### src/hw/rtl/sd_pkg.sv
package sd_pkg;

   // default widths of the sample fields and the step counter
   localparam int SAMPLE_BITS_DEF = 13;
   localparam int COUNT_BITS_DEF  = 24;

   // register widths
   localparam int XTH_BITS = 12;
   localparam int YZ_BITS  = 8;
   localparam int ADJ_BITS = 4;
   localparam int THR_BITS = 9;

   // adaptive threshold constants
   localparam int BIG_MARGIN = 200;
   localparam int YZ_RESET   = 185;

   // reset values of the configuration registers
   localparam int XTH_RESET    = 35;
   localparam int YZ_MIN_RESET = 175;
   localparam int YZ_MAX_RESET = 195;
   localparam int ADJ_RESET    = 2;

   // configuration port
   localparam int CSR_INDEX_BITS = 2;
   localparam int CSR_DATA_BITS  = XTH_BITS;

   typedef enum logic [CSR_INDEX_BITS-1:0] {
      CSR_X_THRESHOLD = 2'd0,
      CSR_YZ_MIN      = 2'd1,
      CSR_YZ_MAX      = 2'd2,
      CSR_ADJUST_STEP = 2'd3
   } csr_reg_type;

   // item opcodes
   localparam logic OP_SAMPLE = 1'b0;
   localparam logic OP_CLEAR  = 1'b1;

   // upper bound that an adaptive threshold never exceeds
   localparam int THR_LIMIT = 255 + 15;

   // lane results and beat control handed to the merge stage
   typedef struct packed {
      logic fire;
      logic clear;
      logic vib;
      logic vx;
      logic vy;
      logic vz;
   } merge_ctrl_type;

endpackage

### src/hw/rtl/accel_step_detector_unit.sv
// Step detector for a three-axis accelerometer stream. Each req beat carries one
// sample (or a clear of the step count) and yields exactly one rsp beat with the
// running count and whether this sample was a step. One beat is taken every
// cycle the slot is free; the result appears in the cycle after acceptance, from
// the single result register, and a new beat is taken while that register drains.
// Three axis lanes compute the magnitude change in parallel, the y and z lanes
// adapt their thresholds, and a merge stage decides the step and updates the
// count. No clearing pass after reset: the block takes beats from the first cycle.
module accel_step_detector_unit #(
   parameter int SAMPLE_BITS = sd_pkg::SAMPLE_BITS_DEF,
   parameter int COUNT_BITS  = sd_pkg::COUNT_BITS_DEF
) (
   input  logic                                clock,
   input  logic                                reset,
   input  logic                                req_valid,
   output logic                                req_ready,
   input  logic                                req_op,
   input  logic signed [SAMPLE_BITS-1:0]       req_accel_x,
   input  logic signed [SAMPLE_BITS-1:0]       req_accel_y,
   input  logic signed [SAMPLE_BITS-1:0]       req_accel_z,
   input  logic                                req_vibrating,
   output logic                                rsp_valid,
   input  logic                                rsp_ready,
   output logic [COUNT_BITS-1:0]               rsp_step_count,
   output logic                                rsp_step_detected,
   input  logic                                csr_valid,
   output logic                                csr_ready,
   input  logic [sd_pkg::CSR_INDEX_BITS-1:0]   csr_index,
   input  logic [sd_pkg::CSR_DATA_BITS-1:0]    csr_data
);
   import sd_pkg::*;

   localparam int XW = SAMPLE_BITS > XTH_BITS ? SAMPLE_BITS : XTH_BITS;

   logic [XTH_BITS-1:0]    x_thr_ff;
   logic [YZ_BITS-1:0]     yz_min_ff;
   logic [YZ_BITS-1:0]     yz_max_ff;
   logic [ADJ_BITS-1:0]    adj_ff;
   logic                   req_fire;
   logic                   lane_en;
   logic                   slot_free;
   logic [SAMPLE_BITS-1:0] mag_x;
   logic [SAMPLE_BITS-1:0] mag_y;
   logic [SAMPLE_BITS-1:0] mag_z;
   logic                   vx;
   logic                   vy;
   logic                   vz;
   logic [THR_BITS-1:0]    y_thr;
   logic [THR_BITS-1:0]    z_thr;
   merge_ctrl_type         ctrl;

   // configuration registers
   assign csr_ready = 1'b1;

   always_ff @(posedge clock) begin
      if (reset) begin
         x_thr_ff  <= XTH_BITS'(XTH_RESET);
         yz_min_ff <= YZ_BITS'(YZ_MIN_RESET);
         yz_max_ff <= YZ_BITS'(YZ_MAX_RESET);
         adj_ff    <= ADJ_BITS'(ADJ_RESET);
      end else if (csr_valid && csr_ready) begin
         unique case (csr_reg_type'(csr_index))
            CSR_X_THRESHOLD: x_thr_ff  <= csr_data[XTH_BITS-1:0];
            CSR_YZ_MIN:      yz_min_ff <= csr_data[YZ_BITS-1:0];
            CSR_YZ_MAX:      yz_max_ff <= csr_data[YZ_BITS-1:0];
            CSR_ADJUST_STEP: adj_ff    <= csr_data[ADJ_BITS-1:0];
            default: ;
         endcase
      end
   end

   // input handshake
   assign req_ready = slot_free;
   assign req_fire  = req_valid && req_ready;
   assign lane_en   = req_fire && (req_op == OP_SAMPLE);

   // axis lanes
   sd_mag_lane #(.SAMPLE_BITS(SAMPLE_BITS)) u_lane_x (
      .clock(clock), .reset(reset), .en(lane_en),
      .sample(req_accel_x), .mag_change(mag_x)
   );

   sd_mag_lane #(.SAMPLE_BITS(SAMPLE_BITS)) u_lane_y (
      .clock(clock), .reset(reset), .en(lane_en),
      .sample(req_accel_y), .mag_change(mag_y)
   );

   sd_mag_lane #(.SAMPLE_BITS(SAMPLE_BITS)) u_lane_z (
      .clock(clock), .reset(reset), .en(lane_en),
      .sample(req_accel_z), .mag_change(mag_z)
   );

   // x uses the fixed threshold
   assign vx = XW'(mag_x) >= XW'(x_thr_ff);

   sd_adapt #(.SAMPLE_BITS(SAMPLE_BITS)) u_adapt_y (
      .clock(clock), .reset(reset), .en(lane_en), .mag_change(mag_y),
      .yz_min(yz_min_ff), .yz_max(yz_max_ff), .adjust_step(adj_ff),
      .qualify(vy), .threshold(y_thr)
   );

   sd_adapt #(.SAMPLE_BITS(SAMPLE_BITS)) u_adapt_z (
      .clock(clock), .reset(reset), .en(lane_en), .mag_change(mag_z),
      .yz_min(yz_min_ff), .yz_max(yz_max_ff), .adjust_step(adj_ff),
      .qualify(vz), .threshold(z_thr)
   );

   // merge stage
   always_comb begin
      ctrl.fire  = req_fire;
      ctrl.clear = req_op == OP_CLEAR;
      ctrl.vib   = req_vibrating;
      ctrl.vx    = vx;
      ctrl.vy    = vy;
      ctrl.vz    = vz;
   end

   sd_merge #(.COUNT_BITS(COUNT_BITS)) u_merge (
      .clock(clock), .reset(reset), .ctrl(ctrl), .rsp_ready(rsp_ready),
      .slot_free(slot_free), .rsp_valid(rsp_valid),
      .rsp_step_count(rsp_step_count), .rsp_step_detected(rsp_step_detected)
   );

   // checks
   a_clear_zeroes: assert property (@(posedge clock) disable iff (reset)
      req_valid && req_ready && (req_op == OP_CLEAR)
      |=> rsp_valid && (rsp_step_count == '0) && !rsp_step_detected)
      else $error("clear beat did not zero the step count");

   a_vib_blocks: assert property (@(posedge clock) disable iff (reset)
      req_valid && req_ready && req_vibrating |=> !rsp_step_detected)
      else $error("step counted while vibrating");

   a_thr_bound: assert property (@(posedge clock) disable iff (reset)
      (y_thr <= THR_BITS'(THR_LIMIT)) && (z_thr <= THR_BITS'(THR_LIMIT)))
      else $error("adaptive threshold out of range");

   a_step_counts: assert property (@(posedge clock) disable iff (reset)
      req_valid && req_ready && (req_op == OP_SAMPLE) && rsp_valid && rsp_ready
      && (rsp_step_count != {COUNT_BITS{1'b1}})
      |=> !rsp_step_detected || (rsp_step_count == $past(rsp_step_count) + 1'b1))
      else $error("detected step did not advance the count");

endmodule

### src/hw/rtl/sd_mag_lane.sv
module sd_mag_lane #(
   parameter int SAMPLE_BITS = sd_pkg::SAMPLE_BITS_DEF
) (
   input  logic                          clock,
   input  logic                          reset,
   input  logic                          en,
   input  logic signed [SAMPLE_BITS-1:0] sample,
   output logic        [SAMPLE_BITS-1:0] mag_change
);
   import sd_pkg::*;

   logic signed [SAMPLE_BITS-1:0] prev_ff;
   logic signed [SAMPLE_BITS-1:0] prev_in;
   logic        [SAMPLE_BITS-1:0] cur_abs;
   logic        [SAMPLE_BITS-1:0] prev_abs;

   // magnitudes; the most negative sample maps to 2^(n-1), which still fits
   always_comb begin
      cur_abs  = sample[SAMPLE_BITS-1]  ? (~sample + 1'b1)  : sample;
      prev_abs = prev_ff[SAMPLE_BITS-1] ? (~prev_ff + 1'b1) : prev_ff;
   end

   // absolute difference of the magnitudes
   always_comb begin
      if (cur_abs >= prev_abs) begin
         mag_change = cur_abs - prev_abs;
      end else begin
         mag_change = prev_abs - cur_abs;
      end
   end

   // previous sample of this axis
   always_comb begin
      prev_in = en ? sample : prev_ff;
   end

   always_ff @(posedge clock) begin
      if (reset) begin
         prev_ff <= '0;
      end else begin
         prev_ff <= prev_in;
      end
   end

endmodule

### src/hw/rtl/sd_adapt.sv
module sd_adapt #(
   parameter int SAMPLE_BITS = sd_pkg::SAMPLE_BITS_DEF
) (
   input  logic                          clock,
   input  logic                          reset,
   input  logic                          en,
   input  logic [SAMPLE_BITS-1:0]        mag_change,
   input  logic [sd_pkg::YZ_BITS-1:0]    yz_min,
   input  logic [sd_pkg::YZ_BITS-1:0]    yz_max,
   input  logic [sd_pkg::ADJ_BITS-1:0]   adjust_step,
   output logic                          qualify,
   output logic [sd_pkg::THR_BITS-1:0]   threshold
);
   import sd_pkg::*;

   localparam int DW = (SAMPLE_BITS > THR_BITS ? SAMPLE_BITS : THR_BITS) + 1;

   logic [THR_BITS-1:0] thr_ff;
   logic [THR_BITS-1:0] thr_in;
   logic [THR_BITS-1:0] clamped;
   logic [THR_BITS-1:0] min_ext;
   logic [THR_BITS-1:0] max_ext;
   logic [DW-1:0]       mag_w;
   logic [DW-1:0]       thr_w;
   logic [DW-1:0]       margin;
   logic                big_change;

   assign threshold = thr_ff;

   // qualify and margin test
   always_comb begin
      mag_w      = DW'(mag_change);
      thr_w      = DW'(thr_ff);
      qualify    = mag_w >= thr_w;
      margin     = mag_w - thr_w;
      big_change = qualify && (margin > DW'(BIG_MARGIN));
   end

   // clamp to the bounds, upper bound tested first, then raise below the top
   always_comb begin
      min_ext = THR_BITS'(yz_min);
      max_ext = THR_BITS'(yz_max);
      if (thr_ff > max_ext) begin
         clamped = max_ext;
      end else if (thr_ff < min_ext) begin
         clamped = min_ext;
      end else begin
         clamped = thr_ff;
      end
      thr_in = thr_ff;
      if (en && big_change) begin
         if (clamped < max_ext) begin
            thr_in = clamped + THR_BITS'(adjust_step);
         end else begin
            thr_in = clamped;
         end
      end
   end

   always_ff @(posedge clock) begin
      if (reset) begin
         thr_ff <= THR_BITS'(YZ_RESET);
      end else begin
         thr_ff <= thr_in;
      end
   end

endmodule

### src/hw/rtl/sd_merge.sv
module sd_merge #(
   parameter int COUNT_BITS = sd_pkg::COUNT_BITS_DEF
) (
   input  logic                         clock,
   input  logic                         reset,
   input  sd_pkg::merge_ctrl_type       ctrl,
   input  logic                         rsp_ready,
   output logic                         slot_free,
   output logic                         rsp_valid,
   output logic [COUNT_BITS-1:0]        rsp_step_count,
   output logic                         rsp_step_detected
);
   import sd_pkg::*;

   logic                  valid_ff;
   logic                  valid_in;
   logic [COUNT_BITS-1:0] count_ff;
   logic [COUNT_BITS-1:0] count_in;
   logic                  detected_ff;
   logic                  detected_in;
   logic                  step;

   // result slot frees when empty or taken this cycle
   assign slot_free         = !valid_ff || rsp_ready;
   assign rsp_valid         = valid_ff;
   assign rsp_step_count    = count_ff;
   assign rsp_step_detected = detected_ff;

   // combine lane results into a step decision and the saturating count
   always_comb begin
      step        = ctrl.vx && (ctrl.vy || ctrl.vz) && !ctrl.vib;
      count_in    = count_ff;
      detected_in = detected_ff;
      valid_in    = valid_ff && !rsp_ready;
      if (ctrl.fire) begin
         valid_in = 1'b1;
         if (ctrl.clear) begin
            count_in    = '0;
            detected_in = 1'b0;
         end else begin
            detected_in = step;
            if (step && (count_ff != {COUNT_BITS{1'b1}})) begin
               count_in = count_ff + 1'b1;
            end
         end
      end
   end

   always_ff @(posedge clock) begin
      if (reset) begin
         valid_ff <= 1'b0;
         count_ff <= '0;
      end else begin
         valid_ff <= valid_in;
         count_ff <= count_in;
      end
   end

   always_ff @(posedge clock) begin
      detected_ff <= detected_in;
   end

endmodule
### config.mk
export PLATFORM = sky130hd
export DESIGN_NAME = accel_step_detector_unit
export DESIGN_NICKNAME = d
export VERILOG_FILES = /design/src/hw/rtl/sd_pkg.sv /design/src/hw/rtl/accel_step_detector_unit.sv /design/src/hw/rtl/sd_mag_lane.sv /design/src/hw/rtl/sd_adapt.sv /design/src/hw/rtl/sd_merge.sv
export SDC_FILE = /design/constraint.sdc
export NUM_CORES = 1
export LEC_CHECK = 0
export BUFFER_PORTS_ARGS = -buffer_cell sky130_fd_sc_hd__buf_2
export CORE_ASPECT_RATIO = 0.75
export CORE_MARGIN = 10
export CORE_UTILIZATION = 50
export CTS_BUF_LIST = sky130_fd_sc_hd__clkbuf_8
export DETAILED_ROUTE_END_ITERATION = 10
export GPL_TIMING_DRIVEN = 0
export PLACE_DENSITY = 0.65
export RECOVER_POWER = 50
export SLEW_MARGIN = 20
export SYNTH_ARGS = -nofsm -noshare
export SYNTH_HDL_FRONTEND = slang
export SYNTH_HIERARCHICAL = 1
export SYNTH_SLANG_ARGS = --single-unit
### constraint.sdc
create_clock -name clock -period 11.8 [get_ports clock]
set_input_delay 1.77 -clock clock [delete_from_list [all_inputs] [get_ports clock]]
set_output_delay 1.77 -clock clock [all_outputs]
set_load 0.02 [all_outputs]
* Word-level counts from Yosys, hierarchy flattened
Cells that the tools add are included.
Operators by class: mux-type cells 18, eq/ne operators 4, magnitude comparators 14, add/sub/neg operators 17, reductions and logical operators 22, bitwise operators 7
Operators by type and width (number):
- $mux W13 | 9
- $add A13 B1 Y13 const B | 6
- $not A13 Y13 | 6
- $sub A13 B13 Y13 | 6
- $mux W9 | 6
- $mux W24 | 2
- $ge A13 B13 Y1 | 3
- $lt A9 B8 Y1 | 4
- $gt A14 B8 Y1 const B | 2
- $sub A13 B9 Y14 | 2
- $ge A13 B9 Y1 | 2
- $add A24 B1 Y24 const B | 1
- $ne A24 B24 Y1 const B | 1
- $add A9 B4 Y9 | 2
- $gt A9 B8 Y1 | 2
- $ge A13 B12 Y1 | 1
- $logic_and A1 B1 Y1 | 10
- $reduce_and A2 Y1 | 5
- $eq A2 B2 Y1 const B | 2
- $logic_not A1 Y1 | 3
- $eq A2 B1 Y1 const B | 1
- $logic_not A2 Y1 | 1
- $logic_or A1 B1 Y1 | 2
- $reduce_bool A2 Y1 | 1
- 2 further kinds | 2
Word-level totals: word-level logic and storage cells 94, output and inout port bits 28, input port bits 60, bits in registers 115

* Depth between registers and ports, before layout
Gate-level depths: netlist of the first run.
word-level depth 12, gate-level depth with buffers 28, depth with buffers taken out 25

* By module
The synthesis of the first run kept the hierarchy.
By module, submodules not included:
- sd_mag_lane | seq. area each 260.2 sq um, instances 3, cells an instance 291, area an instance 2193.4 sq um
- sd_adapt (u_adapt_z) | seq. area each 180.2 sq um, instances 1, cells an instance 237, area an instance 1844.3 sq um
- sd_adapt (u_adapt_y) | seq. area each 180.2 sq um, instances 1, cells an instance 225, area an instance 1732.9 sq um
- accel_step_detector_unit | seq. area each 640.6 sq um, instances 1, cells an instance 184, area an instance 1496.4 sq um
- sd_merge | seq. area each 530.5 sq um, instances 1, cells an instance 177, area an instance 1473.9 sq um

* Least setup slack after synthesis of the first run
Ideal clock, no wire load.
path kind input to register, start in req_accel_y[0], end reg u_merge.count_ff[4] (netlist: u_merge/rsp_step_count[4]), setup time 87 ps, stages 26, setup slack 4747 ps, data required time 11713 ps, arrival 6966 ps, cells stage by stage inv_1 > ha_1 > nand2_1 > or3_1 > or3_1 > o31a_1 > xor2_1 > ha_1 > buf_6 > a21o_1 > a211o_1 > o22ai_2 > nand3_2 > buf_6 > mux2i_1 > xor2_1 > ha_1 > a21o_1 > a21o_1 > or4_1 > o211ai_1 > a32oi_2 > a21oi_4 > buf_6 > o21ai_1 > o31ai_1
On the way: word-level cells in the longest chain between the ends 12, elaborated cells on any way between the ends 14
Ends and longest elaborated chain:
- from (decl) | RTL line accel_step_detector_unit.sv:19 | input logic signed [SAMPLE_BITS-1:0] req_accel_y,
- $not A13 Y13 | RTL line sd_mag_lane.sv:19 | cur_abs = sample[SAMPLE_BITS-1] ? (~sample + 1'b1) : sample;
- $add A13 B1 Y13 | RTL line sd_mag_lane.sv:19
- $mux W13 (*) | RTL line sd_mag_lane.sv:19
- $sub A13 B13 Y13 (tied with other cells) | RTL line sd_mag_lane.sv:28 | mag_change = prev_abs - cur_abs;
- $mux W13 (*) | RTL line sd_mag_lane.sv:25 | if (cur_abs >= prev_abs) begin
- named net mag_y[7] | RTL line accel_step_detector_unit.sv:43 | logic [SAMPLE_BITS-1:0] mag_y;
- $ge A13 B9 Y1 (*) | RTL line sd_adapt.sv:34 | qualify = mag_w >= thr_w;
- named net vy | RTL line accel_step_detector_unit.sv:46 | logic vy;
- $logic_or A1 B1 Y1 (*) | RTL line sd_merge.sv:31 | step = ctrl.vx && (ctrl.vy || ctrl.vz) && !ctrl.vib;
- $logic_and A1 B1 Y1 (*) (2 in a row) | RTL line sd_merge.sv:31
- $logic_and A1 B1 Y1 (*) | RTL line sd_merge.sv:42 | if (step && (count_ff != {COUNT_BITS{1'b1}})) begin
- $reduce_bool A2 Y1 (no source line) (*)
- $reduce_and A2 Y1 (no source line) (*)
- to (signal assigned) | RTL line sd_merge.sv:55 | count_ff <= count_in;
- to (decl) | RTL line sd_merge.sv:17 | logic [COUNT_BITS-1:0] count_ff;
Mark *: on every way through the listed nets, which the timed path passes. The rest lies on a longest branch. A chain may end at the register's enable or synchronous reset.

* Worst setup path in the final report of the first run
start in req_accel_z[0], end reg u_merge.count_ff[12] (netlist: u_merge/rsp_step_count[12])
On the way: word-level cells in the longest chain between the ends 12, elaborated cells on any way between the ends 14
Ends and longest elaborated chain:
- from (decl) | RTL line accel_step_detector_unit.sv:20 | input logic signed [SAMPLE_BITS-1:0] req_accel_z,
- $not A13 Y13 | RTL line sd_mag_lane.sv:19
- $add A13 B1 Y13 | RTL line sd_mag_lane.sv:19
- $mux W13 (*) | RTL line sd_mag_lane.sv:19
- $sub A13 B13 Y13 (tied with other cells) | RTL line sd_mag_lane.sv:28
- $mux W13 (*) | RTL line sd_mag_lane.sv:25
- named net mag_z[2] | RTL line accel_step_detector_unit.sv:44 | logic [SAMPLE_BITS-1:0] mag_z;
- $ge A13 B9 Y1 (*) | RTL line sd_adapt.sv:34
- named net vz | RTL line accel_step_detector_unit.sv:47 | logic vz;
- $logic_or A1 B1 Y1 (*) | RTL line sd_merge.sv:31
- $logic_and A1 B1 Y1 (*) (2 in a row) | RTL line sd_merge.sv:31
- $logic_and A1 B1 Y1 (*) | RTL line sd_merge.sv:42
- $reduce_bool A2 Y1 (no source line) (*)
- $reduce_and A2 Y1 (no source line) (*)
Marked as above.

==> run summary, run 1 <==
Die extent in x: 207.1 µm
Seq cells post-synth: 115
Final hold slack: 0.4641 ns
CTS tree: done
Final Max Slew Viols: 31
Max-slew headroom: -0.3045
Avg WL per Cell: 16.46 µm
Sink Count: 115
Pwr dens: 154.7 nW/µm²
Unique cell type count in the Yosys netlist: 101
Final setup violating endpoints: 0
Max FO, Critical Path: 10
Setup Skew: 0.01713 ns
Final ANT Viol Nets: 0
Post-synth EDFFs: 1
Worst Max-Slew Pin Slew: 1.957 ns
Vias/cell: 5.718
Cts repair resizes: 0
Status: complete, but fails checks
Hold Path Depth: 2
First-pass GRT wire length: 59010 µm
Leakage: 6.622 nW
Ant diodes: 0
Max_cap viols: 1
Post-layout min period: 7.685 ns
Row Count: 51
Largest net degree at the start of global routing: 31
Postcts setup bufs: 0
Via count: 12.34k
CP Capture Type: register
Crit Path Class: in2reg
Worst VDD drop: 105.4 µV
Nets: 2033
HP Class: reg2reg
Worst path arrival time: 8.03 ns
RSZ-0062 raised after global routing: false
Post-synthesis async set-or-reset flop share: 0
Max Fclk: 130.1 MHz
# IOs: 88
Grt ovf: 0
Hold-fix buffers, CTS: 0
Syn nets: 1928
Mean Syn Cell Area: 7.740 µm²
Buffers added on ports: 86
Clock root cell: clkbuf_8
Hold Violations, Final: 0
Most common cell in the synthesized netlist: ha_1
Tot GR Track Use: 0.2079
Critical Path Start Type: input port
Pre-Repair DR Iteration Count: 6
Worst-Skew Late Latency: 0.47 ns
Ys flop type: dfxtp_1
DRC violations left: 0
Cell Area, Synth: 13130 µm²
TNS Setup: 0 ns
Core Region: 25910 µm²
Violated checks: capacitance limit, slew limit
Die H: 160.3 µm
GPL Wtd Cong: 0.8867
CTS Buf Count: 17
DRC marker count from the first detailed-route iteration: 950
Most common library cells after synthesis: 164 x ha_1, 162 x inv_1, 139 x a21oi_1, 139 x nand2_1, 131 x nor2_1
Clock-pin slew on the worst setup and hold paths: 0.09 ns
Register area share after synthesis: 0.1761
Antenna violations before repair: 0
Dpl hpwl: 28380 µm
Area Growth Syn to Fin: 9.255%
Synth warnings: 6
H-Tree Level Count: 4
Full die area: 33200 µm²
Synth Instances: 1696
Data required time of the worst path: 12.14 ns
Share of post-route cells with drive strength above 1: 0.09923
Starting Density: 0.5067
Top cells by area in the synthesized netlist: dfxtp_1 17%, ha_1 16%, mux2i_1 6.4%
Leading area contributor after synthesis: dfxtp_1
Worst r2r path cells: 27
Max Root-Sink Buffers: 2
Vias in the first global route: 11.64k
Synth top area share: 0.1738
Fin crit share: 0.6513
Drt total wl: 35520 µm
==> layer usage <==
| metal | vias to the layer above | part of all wire | global-route usage |
|---|---|---|---|
| li1 | 6227 | - | - |
| met3 | 20 | 0.054 | 0.02849 |
| met2 | 317 | 0.43 | 0.3131 |
| met5 | - | 0 | 0 |
| met4 | 0 | 0.0094 | 0.04800 |
| met1 | 5775 | 0.51 | 0.3038 |
==> worst paths after layout <==
kind              slack, ns                             start                                       to
setup / recovery       4.11                    req_accel_z[0]  u_merge/rsp_step_count[12]$_SDFFE_PP0P_
hold / removal         0.46          x_thr_ff[8]$_SDFFE_PP0P_                 x_thr_ff[8]$_SDFFE_PP0P_
setup reg to reg       5.24  u_lane_z/prev_ff[0]$_SDFFE_PP0P_  u_merge/rsp_step_count[12]$_SDFFE_PP0P_
hold reg to reg        0.46          x_thr_ff[8]$_SDFFE_PP0P_                 x_thr_ff[8]$_SDFFE_PP0P_
==> critical path: stages <==
cell,delay (ns)
buf_2,0.12
inv_1,0.10
ha_1,0.17
nand2_1,0.07
or3_1,0.32
or3_1,0.38
o31a_1,0.30
xor2_1,0.16
ha_1,0.28
buf_6,0.14
a21o_1,0.18
a211o_1,0.29
o22ai_2,0.16
nand3_2,0.15
buf_6,0.19
mux2i_1,0.18
xnor2_1,0.10
ha_1,0.35
nor2_1,0.07
a211oi_1,0.37
o21ai_0,0.14
o2bb2ai_1,0.20
o21bai_1,0.43
o211ai_1,0.40
a211oi_1,0.57
a31oi_1,0.15
o21ai_0,0.17
a21oi_1,0.08
==> sequential cells by signal, summed over array words and instances (netlist names) <==
name	cells
u_adapt_z/threshold	9
yz_min_ff	8
adj_ff	4
u_merge/rsp_step_detected	1
u_lane_y/prev_ff	13
x_thr_ff	12
u_adapt_y/threshold	9
u_lane_x/prev_ff	13
u_merge/rsp_step_count	24
u_merge/rsp_valid	1
u_lane_z/prev_ff	13
yz_max_ff	8
==> power by group <==
part           internal (mW)  switching, mW
clock                  0.176          0.213
combinational          0.584          0.784
sequential             0.415         0.0458
==> area by class of cell <==
type | instances | area [µm²]
multi-input combinational | 1353 | 9811
tap | 344 | 430.4
inverter | 162 | 608.1
timing repair buffer | 86 | 396.6
clock buffer | 17 | 234.0
sequential | 115 | 2312
clock inverter | 15 | 157.7
buffer | 66 | 392.9
fill | 2543 | 11560
==> metrics by stage <==
stage	util	power [mW]	area (µm²)	cells	setup WS, ns
2_1_floorplan	-	1.527	13130	1696	4.747
3_3_place_gp	0.5399	1.782	13990	2126	3.795
3_5_place_dp	0.5399	1.812	13990	2126	3.738
4_1_cts	0.5551	2.212	14380	2158	4.232
5_1_grt	0.5536	2.415	14340	2158	3.601
6_report	0.5536	2.219	14340	2158	4.115
==> cells by family (layout without fill, tap and decap cells) <==
kind of cell,after synthesis,after routing,synth area share
compound gates,423,423,0.2105
xor+xnor,126,126,0.08406
fa+ha+maj,172,172,0.1685
buf+inv,228,346,0.07653
flops,115,115,0.1761
mux,89,89,0.06862
other cells,1,1,0.0002857
simple gates,542,542,0.2153
==> placed cells by master, fill, tap and decap left out, types with 9 or more instances in the layout <==
cell and n:
a211oi_1 23, a21o_1 29, a21oi_1 139, a31oi_1 12, buf_2 76, buf_6 14
clkbuf_1 53, clkbuf_8 17, dfxtp_1 114, ha_1 164, inv_1 162, mux2i_1 84
nand2_1 139, nand2b_1 35, nand3_1 49, nand3b_1 12, nand4_1 23, nor2_1 131
nor2b_1 15, nor3_1 42, o211ai_1 15, o21ai_0 72, o21ai_1 13, o21bai_1 11
o31a_1 9, o31ai_1 29, or3_1 18, xnor2_1 67, xor2_1 59
Note: power is estimated with default switching activity, not from simulation.
==> run 2, diff against run 1 <==
ABC_AREA = 1   (was unset)
PLACE_DENSITY = 0.67   (was 0.65)
clock period = 6.6 ns   (was 11.8 ns; I/O delays follow)
==> run 2 against run 1 <==
Routed wire length grew 19%. Sequential share of layout area shrank 2.5 points. Setup slack lost 3.0 ns. The flow still finishes with violations (capacitance limit, slew limit). Power grew 110%. Register-to-register slack lost 4.0 ns. Clock power grew 81%. Synthesized area grew 19%. Sequential power grew 79%. Cell area grew 18%. Critical endpoint is now u_merge/rsp_step_count[3]$_SDFFE_PP0P_. Clock skew grew 0.0021 ns. Hold slack gained 0.0098 ns. Sequential cell count is the same.
==> run summary, run 2 <==
Proportion of synthesized area in mux cells: 0 (-0.06862)
Drt total wl: 42320 µm (+19%)
Seq cells post-synth: 115 (unchanged)
Total power: 4.739 mW (+110%)
Commonest non-fill, non-tap cells in the layout: 911 x nand2_1, 486 x inv_1, 198 x nand3_1
Final ANT Viol Nets: 0 (unchanged)
Synth warnings: 6 (unchanged)
Syn nets: 2905 (+51%)
Max FO, Critical Path: 10 (unchanged)
Data required time of the worst path: 6.87 ns (-5.27 ns)
# IOs: 88 (unchanged)
Violated checks: capacitance limit, slew limit
Cts repair resizes: 0 (unchanged)
First-pass GRT wire length: 71950 µm (+22%)
Vias in the first global route: 15.03k (+29%)
Worst Max-Slew Pin Slew: 2.147 ns (+0.1905 ns)
Antenna violations before repair: 0 (unchanged)
Starting Density: 0.5042 (-0.002521)
Via count: 16.10k (+30%)
Max Root-Sink Buffers: 2 (unchanged)
GPL Wtd Cong: 0.9414 (+6.2%)
Post-layout min period: 5.456 ns
Complex-gate fraction of the synthesized area: 0.09682 (-0.1137)
Fin crit share: 0.8266
Core Region: 31040 µm² (+20%)
RSZ-0062 raised after global routing: false
Cell Area, Synth: 15650 µm² (+19%)
FILL cells: 3225 (+27%)
Worst-Skew Late Latency: 0.47 ns (about the same)
Nets: 3010 (+48%)
Met3 GRT Util: 0.02942 (+0.0009284)
CP dominant cell by count: nand2_1
Most common library cells after synthesis: 911 x nand2_1, 486 x inv_1, 198 x nand3_1, 175 x nor2_1, 164 x ha_1
Most common cell in the synthesized netlist: nand2_1
Post-synthesis async set-or-reset flop share: 0 (unchanged)
Largest net degree at the start of global routing: 29 (-6.5%)
Tot GR Track Use: 0.2181 (+0.01028)
Die extent in x: 224.3 µm (+8.3%)
Post-synthesis simple-gate area fraction: 0.4101 (+0.1948)
Avg WL per Cell: 13.24 µm (-20%)
Hold-fix buffers, CTS: 0 (unchanged)
TNS Setup: 0 ns (unchanged)
Unique cell type count in the Yosys netlist: 50 (-50%)
DRC violations left: 0 (unchanged)
Full die area: 38850 µm² (+17%)
Clock root cell: clkbuf_8
Max incr delay on CP: 0.38 ns (-0.19 ns)
H-Tree Level Count: 4 (unchanged)
Number of flip-flops in the largest register: 24 (unchanged)
Sink Count: 115 (unchanged)
Finished Cell Area: 16940 µm² (+18%)
Leading area contributor after synthesis: nand2_1
CTS Buf Count: 17 (unchanged)
Row Count: 56 (+9.8%)
Largest family of logic cells by synthesized area: simple AND/OR/NAND/NOR gates
Max_cap viols: 2 (+1)
Setup Skew: 0.01919 ns (+0.002061 ns)
Crit Path Class: in2reg
Status: complete, but fails checks
Register area share after synthesis: 0.1477 (-0.02839)
Post-synth EDFFs: 1 (unchanged)
Adder-cell share of the synthesized area: 0.1413 (-0.02716)
Mean Syn Cell Area: 5.855 µm² (-24%)
Die H: 173.2 µm (+8.0%)
Final Max Slew Viols: 50 (+61%)
Buffers added on ports: 86 (unchanged)
GRT met2 Usage: 0.3487 (+0.03553)
Critical Path Start Type: input port
CTS tree: done
Leakage: 9.286 nW (+40%)
Pwr dens: 279.7 nW/µm² (+81%)
Met1 usage: 0.3042 (+0.0003357)
Top cells by area in the synthesized netlist: nand2_1 22%, dfxtp_1 15%, ha_1 13%
Area after DPL: 16600 µm² (+19%)
Share of post-route cells with drive strength above 1: 0.09638 (-0.002847)
Area Growth Syn to Fin: 8.259%
Grt ovf: 0 (unchanged)
HP Class: reg2reg
Postcts setup bufs: 0 (unchanged)
Final setup violating endpoints: 0 (unchanged)
Hold Violations, Final: 0 (unchanged)
Max-slew headroom: -0.4368 (-0.1323)
XOR/XNOR Fraction of Synth Area: 0.05261 (-0.03146)
Worst path arrival time: 5.72 ns (-2.31 ns)
Worst VDD drop: 118.4 µV (+12%)
Max Fclk: 183.3 MHz
Dpl hpwl: 34850 µm (+23%)
Synth Instances: 2673 (+58%)
CP max-delay cell: ha_1
Pre-Repair DR Iteration Count: 5 (-1)
Vias/cell: 5.035 (-12%)
DRC marker count from the first detailed-route iteration: 1089 (+15%)
Clock-pin slew on the worst setup and hold paths: 0.08 ns (about the same)
Grt peak-use layer: met2
Synth top area share: 0.2185 (+0.04465)
CP Capture Type: register
Ys flop type: dfxtp_1
Ant diodes: 0 (unchanged)
Commonest non-fill, non-tap cell in the layout: nand2_1
[run 2: cell count changes in the layout (fill, tap and decap cells not counted), sizes merged, moves of 34 or more]
cell,previous run,this run
nand4,23,57
nor2,131,197
nand2,141,940
mux2i,84,0
nand3,54,222
nand2b,35,0
xnor2,67,15
inv,172,511
[run 2: final cells by class]
class                      count  area, µm²  share of cell area
clock buffer                  17      234.0             0.01381
inverter                     510       1928              0.1138
clock inverter                15      172.7             0.01019
tap                          406      508.0             0.02998
sequential                   115       2312              0.1365
timing repair buffer          86      396.6             0.02341
multi-input combinational   1987      10960              0.6469
buffer                        61      430.4             0.02540
[run 2: cells by family (layout without fill, tap and decap cells)]
| kind of cell | count (synthesis) | in the layout |
|---|---|---|
| AND/OR/NAND/NOR | 1470 | 1470 |
| AO/OA/AOI/OAI | 250 | 250 |
| other | 1 | 1 |
| buffers and inverters | 571 | 689 |
| flip-flops | 115 | 115 |
| XOR/XNOR | 94 | 94 |
| adder cells (fa/ha/maj) | 172 | 172 |
[run 2: through the flow]
stage                     std cells  utilization  hold WS (ns)  setup slack [ns]
after detailed placement       3165       0.5347        0.4613            0.7015
after floorplan                2673            -        0.4325             1.785
final                          3197       0.5458        0.4739             1.144
after global routing           3197       0.5458        0.4889            0.6181
after CTS                      3197       0.5478        0.4709             1.191
after global placement         3165       0.5344        0.4532            0.7253
[run 2: final timing paths]
path                                         start                                     end  slack [ns]  cells after the start
setup / recovery                    req_accel_z[0]  u_merge/rsp_step_count[3]$_SDFFE_PP0P_        1.14                     32
hold / removal            x_thr_ff[8]$_SDFFE_PP0P_                x_thr_ff[8]$_SDFFE_PP0P_        0.47                      2
setup reg to reg  u_lane_y/prev_ff[0]$_SDFFE_PP0P_  u_merge/rsp_step_count[3]$_SDFFE_PP0P_        1.26                     31
hold reg to reg           x_thr_ff[8]$_SDFFE_PP0P_                x_thr_ff[8]$_SDFFE_PP0P_        0.47                      2
[run 2: report_power, final]
| part | total [mW] | internal (mW) | switching, mW |
|---|---|---|---|
| logic | 3.21 | 1.17 | 2.04 |
| clock network | 0.703 | 0.346 | 0.357 |
| registers | 0.826 | 0.754 | 0.0720 |
| total | 4.74 | 2.27 | 2.47 |
[run 2: critical path: cells and delay by family]
kind,cells,cell delay [ns]
simple gates,21,2.63
fa+ha+maj,3,0.93
buf+inv,5,0.71
compound gates,3,0.46
[run 2: metal layers]
metal,vias to the layer above,wire length (µm),part of all wire
li1,8539,-,-
met1,7152,21110,0.50
met2,372,18360,0.43
met3,35,2357,0.056
met4,0,496,0.012
met5,-,0,0
==> run 3, diff against run 2 <==
clock period = 4.8 ns   (was 6.6 ns; I/O delays follow)
==> run 3 against run 2 <==
The flow still finishes with violations (capacitance limit, slew limit). Largest cell class unchanged. Clock skew down 0.00052 ns. Clock power up 38%. Global-route usage up 0.14 points. Register-to-register slack worse by 1.1 ns. First-iteration DRC count up 1.4%. Clock-buffer cell count unchanged. Critical path type unchanged.
==> run summary, run 3 (same netlist as run 2, synthesis figures left out) <==
Final setup margin: 0.1748 ns (-0.9695 ns)
Area Growth Syn to Fin: 17.17%
Buffers added on ports: 86 (unchanged)
Post-layout min period: 4.625 ns
Core Util, Final: 0.5908 (+0.04495)
Avg WL per Cell: 13.68 µm (+3.3%)
CTS Buf Count: 17 (unchanged)
Vias in the first global route: 15.15k (+0.78%)
Final hold slack: 0.4793 ns (+0.005428 ns)
First-pass GRT wire length: 72470 µm (+0.73%)
Worst VDD drop: 178.6 µV (+51%)
Number of flip-flops in the largest register: 24 (unchanged)
Worst-Skew Late Latency: 0.47 ns (about the same)
Dpl hpwl: 34850 µm (unchanged)
Data required time of the worst path: 5.19 ns (-1.68 ns)
# IOs: 88 (unchanged)
Core Region: 31040 µm² (unchanged)
Max Fclk: 216.2 MHz
GPL Wtd Cong: 0.9414 (unchanged)
Via count: 16.58k (+3.0%)
Critical Path Start Type: input port
Pwr dens: 397.2 nW/µm² (+42%)
Commonest non-fill, non-tap cell in the layout: nand2_1
Violated checks: capacitance limit, slew limit
Sink Count: 115 (unchanged)
H-Tree Level Count: 4 (unchanged)
Grt ovf: 0 (unchanged)
Largest net degree at the start of global routing: 29 (unchanged)
Fin crit share: 0.9636
Final ANT Viol Nets: 0 (unchanged)
Max Root-Sink Buffers: 2 (unchanged)
Final Max Slew Viols: 21 (-58%)
Crit Path Class: in2reg
Commonest non-fill, non-tap cells in the layout: 871 x nand2_1, 466 x inv_1, 189 x nand3_1
Hold Path Depth: 2 (unchanged)
Starting Density: 0.5042 (unchanged)
Max FO, Critical Path: 8 (-2)
Status: complete, but fails checks
Clock-pin slew on the worst setup and hold paths: 0.08 ns (about the same)
Hold-fix buffers, CTS: 0 (unchanged)
Max-slew headroom: -0.4378 (-0.0009870)
Drt total wl: 44460 µm (+5.0%)
Die extent in x: 224.3 µm (unchanged)
CP max-delay cell: ha_4
Setup Skew: 0.01867 ns (-0.0005186 ns)
Final setup violating endpoints: 0 (unchanged)
Pre-Repair DR Iteration Count: 5 (unchanged)
Row Count: 56 (unchanged)
Worst Max-Slew Pin Slew: 2.149 ns (+0.001476 ns)
Max_cap viols: 1 (-1)
Nets: 3064 (+1.8%)
Share of post-route cells with drive strength above 1: 0.1712 (+0.07480)
Setup WS pre-CTS: -0.8285 ns (-1.530 ns)
Leakage: 9.649 nW (+3.9%)
Full die area: 38850 µm² (unchanged)
Clock root cell: clkbuf_8
Worst path arrival time: 5.02 ns (-0.70 ns)
CP Capture Type: register
Worst r2r path cells: 32 (+3.2%)
DRC marker count from the first detailed-route iteration: 1104 (+1.4%)
Vias/cell: 5.099 (+1.3%)
CTS tree: done
Tot GR Track Use: 0.2195 (+0.001390)
DRC violations left: 0 (unchanged)
Die H: 173.2 µm (unchanged)
CP dominant cell by count: nand2_2
HP Class: reg2reg
Max incr delay on CP: 0.29 ns (-0.09 ns)
Antenna violations before repair: 0 (unchanged)
Hold Violations, Final: 0 (unchanged)
Ant diodes: 0 (unchanged)
==> run 3: cell types whose count changed in the layout (fill, tap and decap cells not counted), sizes merged <==
cell,previous run,this run
buf,105,159
==> run 3: power by group <==
part | switching (mW) | total, mW | internal [mW] | leakage, nW
Combinational | 3.13 | 5.18 | 2.05 | 8.50
Clock | 0.494 | 0.969 | 0.475 | 0.201
Sequential | 0.100 | 1.14 | 1.04 | 0.947
==> run 3: what timing repair did <==
item                       CTS  global route
pin swaps                   10            61
buffers inserted            13            38
cloned                       0             3
hold endpoints to repair     0             0
gates resized for setup     26           221
setup endpoints to repair   32            43
==> run 3: area by class of cell <==
cell class / instances / area (µm²)
multi-input combinational: 1987 / 11830
clock inverter: 15 / 172.7
clock buffer: 17 / 234.0
timing repair buffer: 140 / 869.6
buffer: 61 / 466.7
tap: 406 / 508.0
fill: 3111 / 12700
sequential: 115 / 2318
inverter: 510 / 1941
==> run 3: critical path: cells and delay by family <==
kind	cells	cell delay, ns
AND/OR/NAND/NOR	25	2.52
buffers and inverters	7	0.81
adder cells (fa/ha/maj)	3	0.63
AO/OA/AOI/OAI	2	0.30
==> run 3: path summary, 6_finish.rpt <==
| kind | from | to | slack (ns) |
|---|---|---|---|
| setup / recovery | req_accel_y[0] | u_merge/rsp_step_count[4]$_SDFFE_PP0P_ | 0.17 |
| setup reg to reg | u_lane_y/prev_ff[2]$_SDFFE_PP0P_ | u_merge/rsp_step_count[4]$_SDFFE_PP0P_ | 0.20 |
| hold / removal | x_thr_ff[3]$_SDFFE_PP0P_ | x_thr_ff[3]$_SDFFE_PP0P_ | 0.48 |
| hold reg to reg | x_thr_ff[3]$_SDFFE_PP0P_ | x_thr_ff[3]$_SDFFE_PP0P_ | 0.48 |
==> run 3: metrics by stage <==
stage               setup TNS (ns)  instances  power, mW  cell area (µm²)
floorplan                        0       2673      4.605            15650
global placement            -24.72       3165      5.422            16590
detailed placement          -25.99       3165      5.522            16600
CTS                              0       3210      6.647            17220
global route                -1.327       3251      8.052            18340
finish                           0       3251      7.284            18340
==> run 3: metal layers <==
| layer | wire, µm | share of wire | GRT usage |
|---|---|---|---|
| met1 | 21710 | 0.49 | 0.3046 |
| met2 | 19810 | 0.45 | 0.3535 |
| met5 | 0 | 0 | 0 |
| met3 | 2340 | 0.053 | 0.02942 |
| met4 | 600 | 0.013 | 0.04750 |
